[src/hdl/pcpg_pkg.sv]
// shared types, constants and functions for the polar circle point generator
package pcpg_pkg;

  localparam int unsigned CordicSteps = 16;
  localparam int unsigned StepW = $clog2(CordicSteps + 1);
  localparam logic [23:0] AngleFinal = 24'd51470;
  localparam logic [30:0] GainQ30 = 31'd652032874;
  localparam logic [23:0] AngleMax = 24'hFFFFFF;

  typedef enum logic {
    REQ_START = 1'b0,
    REQ_STEP  = 1'b1
  } req_e;

  // command from front to back
  typedef struct packed {
    logic               is_bad;
    logic               is_start;
    logic [15:0]        radius;
    logic [23:0]        angle;
    logic signed [15:0] cx;
    logic signed [15:0] cy;
    logic               done;
  } cmd_t;

  function automatic logic [31:0] atan_q30(input logic [4:0] idx);
    logic [31:0] v;
    case (idx)
      5'd0:  v = 32'd843314857;
      5'd1:  v = 32'd497837829;
      5'd2:  v = 32'd263043837;
      5'd3:  v = 32'd133525159;
      5'd4:  v = 32'd67021687;
      5'd5:  v = 32'd33543516;
      5'd6:  v = 32'd16775851;
      5'd7:  v = 32'd8388437;
      5'd8:  v = 32'd4194283;
      5'd9:  v = 32'd2097149;
      default: v = 32'd1 << (5'd30 - idx);
    endcase
    return v;
  endfunction

endpackage

[src/hdl/pcpg_front.sv]
// front end: accepts items, divides for the angle increment, tracks the angle
module pcpg_front (
  input  logic                clk_i,
  input  logic                rst_ni,
  input  logic                valid_i,
  output logic                stall_o,
  input  logic                req_type_i,
  input  logic [15:0]         radius_i,
  input  logic signed [15:0]  center_x_i,
  input  logic signed [15:0]  center_y_i,
  output logic                cmd_valid_o,
  input  logic                cmd_stall_i,
  output pcpg_pkg::cmd_t      cmd_o
);
  import pcpg_pkg::*;

  typedef enum logic [1:0] {S_IDLE, S_DIV, S_SEND} state_e;

  state_e             state_q;
  logic               active_q;
  logic [23:0]        angle_q, step_q;
  logic [15:0]        radius_q;
  logic signed [15:0] cx_q, cy_q;
  logic [24:0]        quot_q;
  logic [16:0]        rem_q;
  logic [4:0]         cnt_q;
  cmd_t               cmd_q;
  logic [17:0]        rem_sh;
  logic [24:0]        na;

  assign stall_o     = (state_q != S_IDLE);
  assign cmd_valid_o = (state_q == S_SEND);
  assign cmd_o       = cmd_q;
  // restoring division of 2^24 by radius, one bit a cycle
  assign rem_sh = {rem_q, (cnt_q == 5'd24)};
  assign na     = {1'b0, angle_q} + {1'b0, step_q};

  always_ff @(posedge clk_i or negedge rst_ni) begin
    if (!rst_ni) begin
      state_q  <= S_IDLE;
      active_q <= 1'b0;
      angle_q  <= '0;
      step_q   <= '0;
      radius_q <= '0;
      cx_q     <= '0;
      cy_q     <= '0;
      quot_q   <= '0;
      rem_q    <= '0;
      cnt_q    <= '0;
      cmd_q    <= '0;
    end else begin
      unique case (state_q)
        S_IDLE: begin
          if (valid_i) begin
            if (req_type_i == REQ_START) begin
              if (radius_i == 16'd0) begin
                active_q <= 1'b0;
                cmd_q    <= '{is_bad: 1'b1, is_start: 1'b1, radius: '0, angle: '0,
                              cx: '0, cy: '0, done: 1'b0};
                state_q  <= S_SEND;
              end else begin
                radius_q <= radius_i;
                cx_q     <= center_x_i;
                cy_q     <= center_y_i;
                quot_q   <= '0;
                rem_q    <= '0;
                cnt_q    <= 5'd24;
                angle_q  <= '0;
                active_q <= 1'b1;
                cmd_q    <= '{is_bad: 1'b0, is_start: 1'b1, radius: radius_i, angle: '0,
                              cx: center_x_i, cy: center_y_i, done: 1'b0};
                state_q  <= S_DIV;
              end
            end else if (!active_q || angle_q >= AngleFinal) begin
              active_q <= 1'b0;
            end else begin
              angle_q  <= na[24] ? AngleMax : na[23:0];
              active_q <= !(na[24] || na[23:0] >= AngleFinal);
              cmd_q    <= '{is_bad: 1'b0, is_start: 1'b0, radius: radius_q,
                            angle: angle_q, cx: cx_q, cy: cy_q,
                            done: (na[24] || na[23:0] >= AngleFinal)};
              state_q  <= S_SEND;
            end
          end
        end
        S_DIV: begin
          if (rem_sh >= {2'b0, radius_q}) begin
            rem_q  <= 17'(rem_sh - {2'b0, radius_q});
            quot_q <= {quot_q[23:0], 1'b1};
          end else begin
            rem_q  <= rem_sh[16:0];
            quot_q <= {quot_q[23:0], 1'b0};
          end
          if (cnt_q == 5'd0) begin
            state_q <= S_SEND;
          end else begin
            cnt_q <= cnt_q - 5'd1;
          end
        end
        S_SEND: begin
          if (quot_q[24] && cmd_q.is_start && !cmd_q.is_bad) begin
            step_q <= AngleMax;
          end else if (cmd_q.is_start && !cmd_q.is_bad) begin
            step_q <= quot_q[23:0];
          end
          if (!cmd_stall_i) begin
            state_q <= S_IDLE;
          end
        end
        default: state_q <= S_IDLE;
      endcase
    end
  end
endmodule

[src/hdl/pcpg_queue.sv]
// two-entry queue between front and back
module pcpg_queue (
  input  logic           clk_i,
  input  logic           rst_ni,
  input  logic           in_valid_i,
  output logic           in_stall_o,
  input  pcpg_pkg::cmd_t in_cmd_i,
  output logic           out_valid_o,
  input  logic           out_stall_i,
  output pcpg_pkg::cmd_t out_cmd_o
);
  import pcpg_pkg::*;

  cmd_t       mem_q [2];
  logic       wr_q, rd_q;
  logic [1:0] cnt_q;
  logic       push, pop;

  assign in_stall_o  = (cnt_q == 2'd2);
  assign out_valid_o = (cnt_q != 2'd0);
  assign out_cmd_o   = mem_q[rd_q];
  assign push = in_valid_i && !in_stall_o;
  assign pop  = out_valid_o && !out_stall_i;

  always_ff @(posedge clk_i) begin
    if (push) begin
      mem_q[wr_q] <= in_cmd_i;
    end
  end

  always_ff @(posedge clk_i or negedge rst_ni) begin
    if (!rst_ni) begin
      wr_q  <= 1'b0;
      rd_q  <= 1'b0;
      cnt_q <= '0;
    end else begin
      if (push) wr_q <= ~wr_q;
      if (pop)  rd_q <= ~rd_q;
      cnt_q <= 2'(cnt_q + {1'b0, push} - {1'b0, pop});
    end
  end
endmodule

[src/hdl/pcpg_back.sv]
// back end: cordic rotation, eight-way point emission and the bad-radius result
module pcpg_back (
  input  logic                clk_i,
  input  logic                rst_ni,
  input  logic                cmd_valid_i,
  output logic                cmd_stall_o,
  input  pcpg_pkg::cmd_t      cmd_i,
  output logic                valid_o,
  input  logic                stall_i,
  output logic signed [17:0]  point_x_o,
  output logic signed [17:0]  point_y_o,
  output logic [2:0]          octant_o,
  output logic                last_of_step_o,
  output logic                circle_done_o,
  output logic                bad_radius_o
);
  import pcpg_pkg::*;

  typedef enum logic [1:0] {S_IDLE, S_GAIN, S_ROT, S_EMIT} state_e;

  state_e             state_q;
  logic signed [40:0] x_q, y_q, z_q;
  logic [StepW-1:0]   it_q;
  logic [2:0]         k_q;
  logic               done_q, bad_q;
  logic signed [15:0] cx_q, cy_q;
  logic signed [17:0] ox, oy, ax, ay;
  logic signed [40:0] dx, dy, at, xr, yr;
  logic [46:0]        prod;
  logic               emit_load;
  logic               unused;

  assign cmd_stall_o = (state_q != S_IDLE);
  assign prod = {16'd0, cmd_i.radius} * {16'd0, GainQ30};
  assign dx = y_q >>> it_q;
  assign dy = x_q >>> it_q;
  assign at = 41'($signed({1'b0, atan_q30(5'(it_q))}));
  assign xr = (x_q + 41'sd8192) >>> 14;
  assign yr = (y_q + 41'sd8192) >>> 14;
  assign ax = xr[17:0];
  assign ay = yr[17:0];
  assign emit_load = (state_q == S_EMIT) && (!valid_o || !stall_i);
  assign unused = ^prod[15:0];

  always_comb begin
    case (k_q)
      3'd0: begin ox = ax;  oy = ay;  end
      3'd1: begin ox = -ax; oy = ay;  end
      3'd2: begin ox = -ax; oy = -ay; end
      3'd3: begin ox = ax;  oy = -ay; end
      3'd4: begin ox = ay;  oy = ax;  end
      3'd5: begin ox = -ay; oy = ax;  end
      3'd6: begin ox = -ay; oy = -ax; end
      default: begin ox = ay; oy = -ax; end
    endcase
  end

  always_ff @(posedge clk_i or negedge rst_ni) begin
    if (!rst_ni) begin
      state_q <= S_IDLE;
      valid_o <= 1'b0;
      it_q    <= '0;
      k_q     <= '0;
      done_q  <= 1'b0;
      bad_q   <= 1'b0;
      cx_q    <= '0;
      cy_q    <= '0;
      x_q <= '0; y_q <= '0; z_q <= '0;
      point_x_o <= '0; point_y_o <= '0; octant_o <= '0;
      last_of_step_o <= 1'b0; circle_done_o <= 1'b0; bad_radius_o <= 1'b0;
    end else begin
      if (emit_load) begin
        valid_o <= 1'b1;
      end else if (!stall_i) begin
        valid_o <= 1'b0;
      end
      unique case (state_q)
        S_IDLE: begin
          if (cmd_valid_i) begin
            done_q <= cmd_i.done;
            bad_q  <= cmd_i.is_bad;
            cx_q   <= cmd_i.cx;
            cy_q   <= cmd_i.cy;
            k_q    <= '0;
            if (cmd_i.is_bad) begin
              state_q <= S_EMIT;
            end else if (cmd_i.is_start) begin
              // offsets already in q14 so rounding returns the radius
              x_q <= 41'($signed({1'b0, cmd_i.radius, 14'd0}));
              y_q <= '0;
              state_q <= S_EMIT;
            end else begin
              x_q  <= 41'($signed({1'b0, prod[46:16]}));
              y_q  <= '0;
              z_q  <= 41'($signed({1'b0, cmd_i.angle, 14'd0}));
              it_q <= '0;
              state_q <= S_ROT;
            end
          end
        end
        S_ROT: begin
          if (!z_q[40]) begin
            x_q <= x_q - dx; y_q <= y_q + dy; z_q <= z_q - at;
          end else begin
            x_q <= x_q + dx; y_q <= y_q - dy; z_q <= z_q + at;
          end
          if (it_q == StepW'(CordicSteps - 1)) begin
            state_q <= S_EMIT;
          end
          it_q <= it_q + StepW'(1);
        end
        S_EMIT: begin
          if (emit_load) begin
            bad_radius_o <= bad_q;
            if (bad_q) begin
              point_x_o <= '0; point_y_o <= '0; octant_o <= '0;
              last_of_step_o <= 1'b0; circle_done_o <= 1'b0;
              state_q <= S_IDLE;
            end else begin
              point_x_o      <= 18'({{2{cx_q[15]}}, cx_q}) + ox;
              point_y_o      <= 18'({{2{cy_q[15]}}, cy_q}) + oy;
              octant_o       <= k_q;
              last_of_step_o <= (k_q == 3'd7);
              circle_done_o  <= (k_q == 3'd7) && done_q;
              k_q <= k_q + 3'd1;
              if (k_q == 3'd7) state_q <= S_IDLE;
            end
          end
        end
        default: state_q <= S_IDLE;
      endcase
    end
  end
endmodule

[src/hdl/polar_circle_point_generator_core.sv]
// top level of the polar circle point generator
// channel | valid   | stall   | payload
// input   | valid_i | stall_o | req_type_i radius_i center_x_i center_y_i
// output  | valid_o | stall_i | point_x_o point_y_o octant_o last_of_step_o circle_done_o
//         |         |         | bad_radius_o
// a nonzero-radius start holds the input through acceptance, the bit-serial divider and the send state
// in the back a step is taken, rotated by CordicSteps cordic iterations, then sent as 8 output loads
// a step's first point follows the front send state, the queue, the back take and the cordic
// reset clears all control state and the held circle; no clearing pass
// output stalls fill the two-entry queue and then stall the input
module polar_circle_point_generator_core (
  input  logic               clk_i,
  input  logic               rst_ni,
  input  logic               valid_i,
  output logic               stall_o,
  input  logic               req_type_i,
  input  logic [15:0]        radius_i,
  input  logic signed [15:0] center_x_i,
  input  logic signed [15:0] center_y_i,
  output logic               valid_o,
  input  logic               stall_i,
  output logic signed [17:0] point_x_o,
  output logic signed [17:0] point_y_o,
  output logic [2:0]         octant_o,
  output logic               last_of_step_o,
  output logic               circle_done_o,
  output logic               bad_radius_o
);
  import pcpg_pkg::*;

  logic f_valid, f_stall, b_valid, b_stall;
  cmd_t f_cmd, b_cmd;

  pcpg_front u_front (
    .clk_i, .rst_ni, .valid_i, .stall_o, .req_type_i, .radius_i,
    .center_x_i, .center_y_i,
    .cmd_valid_o(f_valid), .cmd_stall_i(f_stall), .cmd_o(f_cmd)
  );

  pcpg_queue u_queue (
    .clk_i, .rst_ni, .in_valid_i(f_valid), .in_stall_o(f_stall), .in_cmd_i(f_cmd),
    .out_valid_o(b_valid), .out_stall_i(b_stall), .out_cmd_o(b_cmd)
  );

  pcpg_back u_back (
    .clk_i, .rst_ni, .cmd_valid_i(b_valid), .cmd_stall_o(b_stall), .cmd_i(b_cmd),
    .valid_o, .stall_i, .point_x_o, .point_y_o, .octant_o,
    .last_of_step_o, .circle_done_o, .bad_radius_o
  );

`ifndef NO_ASSERTIONS
  a_done_last: assert property (@(posedge clk_i) disable iff (!rst_ni)
    valid_o && circle_done_o |-> last_of_step_o) else $error("done without last");
  a_bad_alone: assert property (@(posedge clk_i) disable iff (!rst_ni)
    valid_o && bad_radius_o |-> !last_of_step_o && octant_o == 3'd0)
    else $error("bad radius result carries point data");
  a_last_oct: assert property (@(posedge clk_i) disable iff (!rst_ni)
    valid_o && last_of_step_o |-> octant_o == 3'd7) else $error("last not octant 7");
`endif

endmodule

[config.mk]
export PLATFORM = sky130hd
export DESIGN_NAME = polar_circle_point_generator_core
export DESIGN_NICKNAME = d
export VERILOG_FILES = /design/src/hdl/pcpg_pkg.sv /design/src/hdl/pcpg_front.sv /design/src/hdl/pcpg_queue.sv /design/src/hdl/pcpg_back.sv /design/src/hdl/polar_circle_point_generator_core.sv
export SDC_FILE = /design/constraint.sdc
export NUM_CORES = 2
export LEC_CHECK = 0
export BUFFER_PORTS_ARGS = -buffer_cell sky130_fd_sc_hd__buf_4
export CORE_ASPECT_RATIO = 0.8
export CORE_MARGIN = 2
export CORE_UTILIZATION = 65
export DETAILED_ROUTE_END_ITERATION = 6
export HOLD_SLACK_MARGIN = 0.12
export PLACE_DENSITY = 0.85
export SETUP_SLACK_MARGIN = 0.02
export SLEW_MARGIN = 20
export SYNTH_ARGS = -nofsm -noshare
export SYNTH_HDL_FRONTEND = slang
export SYNTH_SLANG_ARGS = --single-unit
[constraint.sdc]
create_clock -name clk_i -period 11.2 [get_ports clk_i]
set_clock_uncertainty 0.15 [all_clocks]
set_input_delay 1.12 -clock clk_i [delete_from_list [all_inputs] [get_ports clk_i]]
set_output_delay 1.12 -clock clk_i [all_outputs]
set_load 0.01 [all_outputs]
==> run metrics <==
vias per inst=6.734; Ports=97; Post-synth top cells=nand2_1 (589), dfrtp_1 (435), a21oi_1 (417); Tmin final=8.625 ns; post-CTS resize count=0; maxcap violations=0; Max H-tree Level=2; mux contribution to synthesized area=0.08709; Port-buffer cells=96; Synth area leaders=dfrtp_1 (21%), ha_1 (9.4%), edfxtp_1 (8.8%); Synth Area per Inst=9.175 µm²; Fmax=0.1159 GHz; Critical Path Start Type=flip-flop; fraction of layout cells with a size suffix above 1=0.09285; clk sinks=585; Max Root-Sink Buffers=3; Synthesis Warnings=0; CP required=11.62 ns; Synth Area in Compound Gates=0.1880; Hold Path Class=primary input to asynchronous set/reset pin; clock slew at reported path FFs=0.07 ns; final setup fails=0; Worst Path Arrival=9.04 ns; register area share after synthesis=0.3013; Starting DRT DRC Count=5969; diodes inserted=0; Synth Area in Adders=0.1622; Worst Hold Margin=0.2876 ns; Post-DP HPWL=115100 µm; layout filler cell count=5965; crit path capture type=flip-flop; number of global-route vias before repair=41600; setup TNS=0 ns; Hold Fails Final Rpt=0; clk root buf=clkbuf_16; Final Max Slew Viols=0; RSZ-0062 raised after global routing=false; first-pass GRT wire length=240100 µm; cell area after synthesis=51080 µm²; Die Span Y=254.7 µm; number of synthesized register bits=585; largest family of logic cells by synthesized area=compound AO/OA/AOI/OAI gates; EDFF count, synth=150; die extent in x=317.4 µm; Netlist cell types=101; fin crit share=0.7701; status=finished, violations left; Nets=6084; cell taking the most area after synthesis=dfrtp_1; syn_nets=6177; initial antenna violation count=1; Core Rows=91; Post-Synth Simple-Gate Area=0.1437; Synth Area in XOR/XNOR=0.06269; DRC violations left=4; asr flop ratio synth=0.7436; Final Instance Area=54340 µm²; failing checks=design-rule violations; Clock Latency Late Sink=0.70 ns; WL/cell=23.69 µm; Largest stage delay, worst path=0.81 ns; Slew @ Worst Pin=1.180 ns; total track usage=0.3785; grt ovf=0; Inserted Clock Buffers=59; drt pass-1 iters=7; kind of critical path=flip-flop to flip-flop; die area=80850 µm²; largest net degree at the start of global routing=156; antenna viol nets, final=0; DR vias=44100; Starting Density=0.6597; TritonCTS clock tree=done; core area=77420 µm²; # Post-CTS Setup Buffers=0; CP delay by family, top=adder cells; Hold Buf Count CTS=0; Worst path slowest cell=dfrtp_4; main flop type after synthesis=dfrtp_1; Synth top area share=0.2131; routability congestion estimate from global placement=1.055; most common cell in the netlist=nand2_1; slew margin rel.=0.2103; Syn Inst Count=5567; Area after DPL=52290 µm²; Max Fanout on Critical Path=41; CP bufs+invs=7; final WL=155100 µm; area added between synthesis and finish=6.384%
[cell families after synthesis]
| group | Yosys count |
|---|---|
| AO/OA/AOI/OAI | 1481 |
| buffers and inverters | 699 |
| AND/OR/NAND/NOR | 1568 |
| XOR/XNOR | 364 |
| multiplexers | 313 |
| flip-flops | 585 |
| adder cells (fa/ha/maj) | 557 |
[sequential cells by signal, indices dropped and copies added (netlist names), 24 cells and up]
signal,count
u_front.cmd_o,75
u_back.x_q,41
u_back.z_q,41
u_back.y_q,41
u_front.angle_q,24
u_queue.mem_q,150
u_front.step_q,24
u_front.quot_q,25
[per-layer routing]
layer	GRT usage	up-vias	share of wire
met5	0.004678	-	0.00041
met2	0.5667	2466	0.43
met1	0.5480	21490	0.42
li1	-	19830	-
met3	0.09521	311	0.12
met4	0.1037	4	0.029
[placed cells by master, fill, tap and decap left out, types with 25 or more instances in the layout]
cell type and n:
nand2_1 589, dfrtp_1 427, a21oi_1 417, inv_1 390, ha_1 382, nor2_1 373, o21ai_0 289, xnor2_1 204
fa_1 175, xor2_1 159, edfxtp_1 150, buf_4 147, a21o_1 141, mux2i_1 133, nand3_1 117, mux4_2 97
nor3_1 95, mux2_2 81, a31oi_1 80, a22o_1 68, clkbuf_16 60, nand2b_1 53, o22ai_1 53, nor2b_1 50
o211ai_1 49, and3_1 47, nand4_1 41, and2_1 38, o21a_1 38, a211oi_1 37, o21bai_1 36, or3_1 29
or2_2 27, o31ai_1 25
[worst paths after layout]
check / startpoint / to / slack, ns / depth (start not counted)
hold reg to reg: u_front.cmd_o[49]$_DFFE_PN0P_ / u_queue.mem_q[1][49]$_DFFE_PP_ / 0.32 / 0
setup / recovery: u_queue.rd_q$_DFFE_PN0P_ / u_back.x_q[29]$_DFFE_PN0P_ / 2.57 / 25
max in group asynchronous: rst_ni / u_front.quot_q[9]$_DFFE_PN0P_ / 8.44 / 3
min in group clk_i: u_front.cmd_o[49]$_DFFE_PN0P_ / u_queue.mem_q[1][49]$_DFFE_PP_ / 0.32 / 0
hold / removal: rst_ni / u_back.point_y_o[9]$_DFFE_PN0P_ / 0.29 / 1
setup reg to reg: u_queue.rd_q$_DFFE_PN0P_ / u_back.x_q[29]$_DFFE_PN0P_ / 2.57 / 25
[through the flow]
stage / utilization / cells / setup slack (ns)
final: 0.7018 / 6548 / 2.575
after floorplan: - / 5567 / 3.373
after CTS: 0.7008 / 6546 / 2.565
after detailed placement: 0.6753 / 6434 / 2.610
after global routing: 0.7018 / 6548 / 2.017
after global placement: 0.6753 / 6434 / 2.788
[area by class of cell]
type / instances / area, µm² / area share
Multi-Input combinational cell: 4283 / 32990 / 0.6071
Sequential cell: 585 / 15410 / 0.2837
Clock buffer: 72 / 1567 / 0.02883
Inverter: 393 / 1475 / 0.02715
Tap cell: 1023 / 1280 / 0.02356
Timing Repair Buffer: 152 / 1205 / 0.02218
Clock inverter: 40 / 406.6 / 0.007484
Power is not shown: default switching activity piles up to over one toggle a cycle in this logic, so the estimate is an artifact.
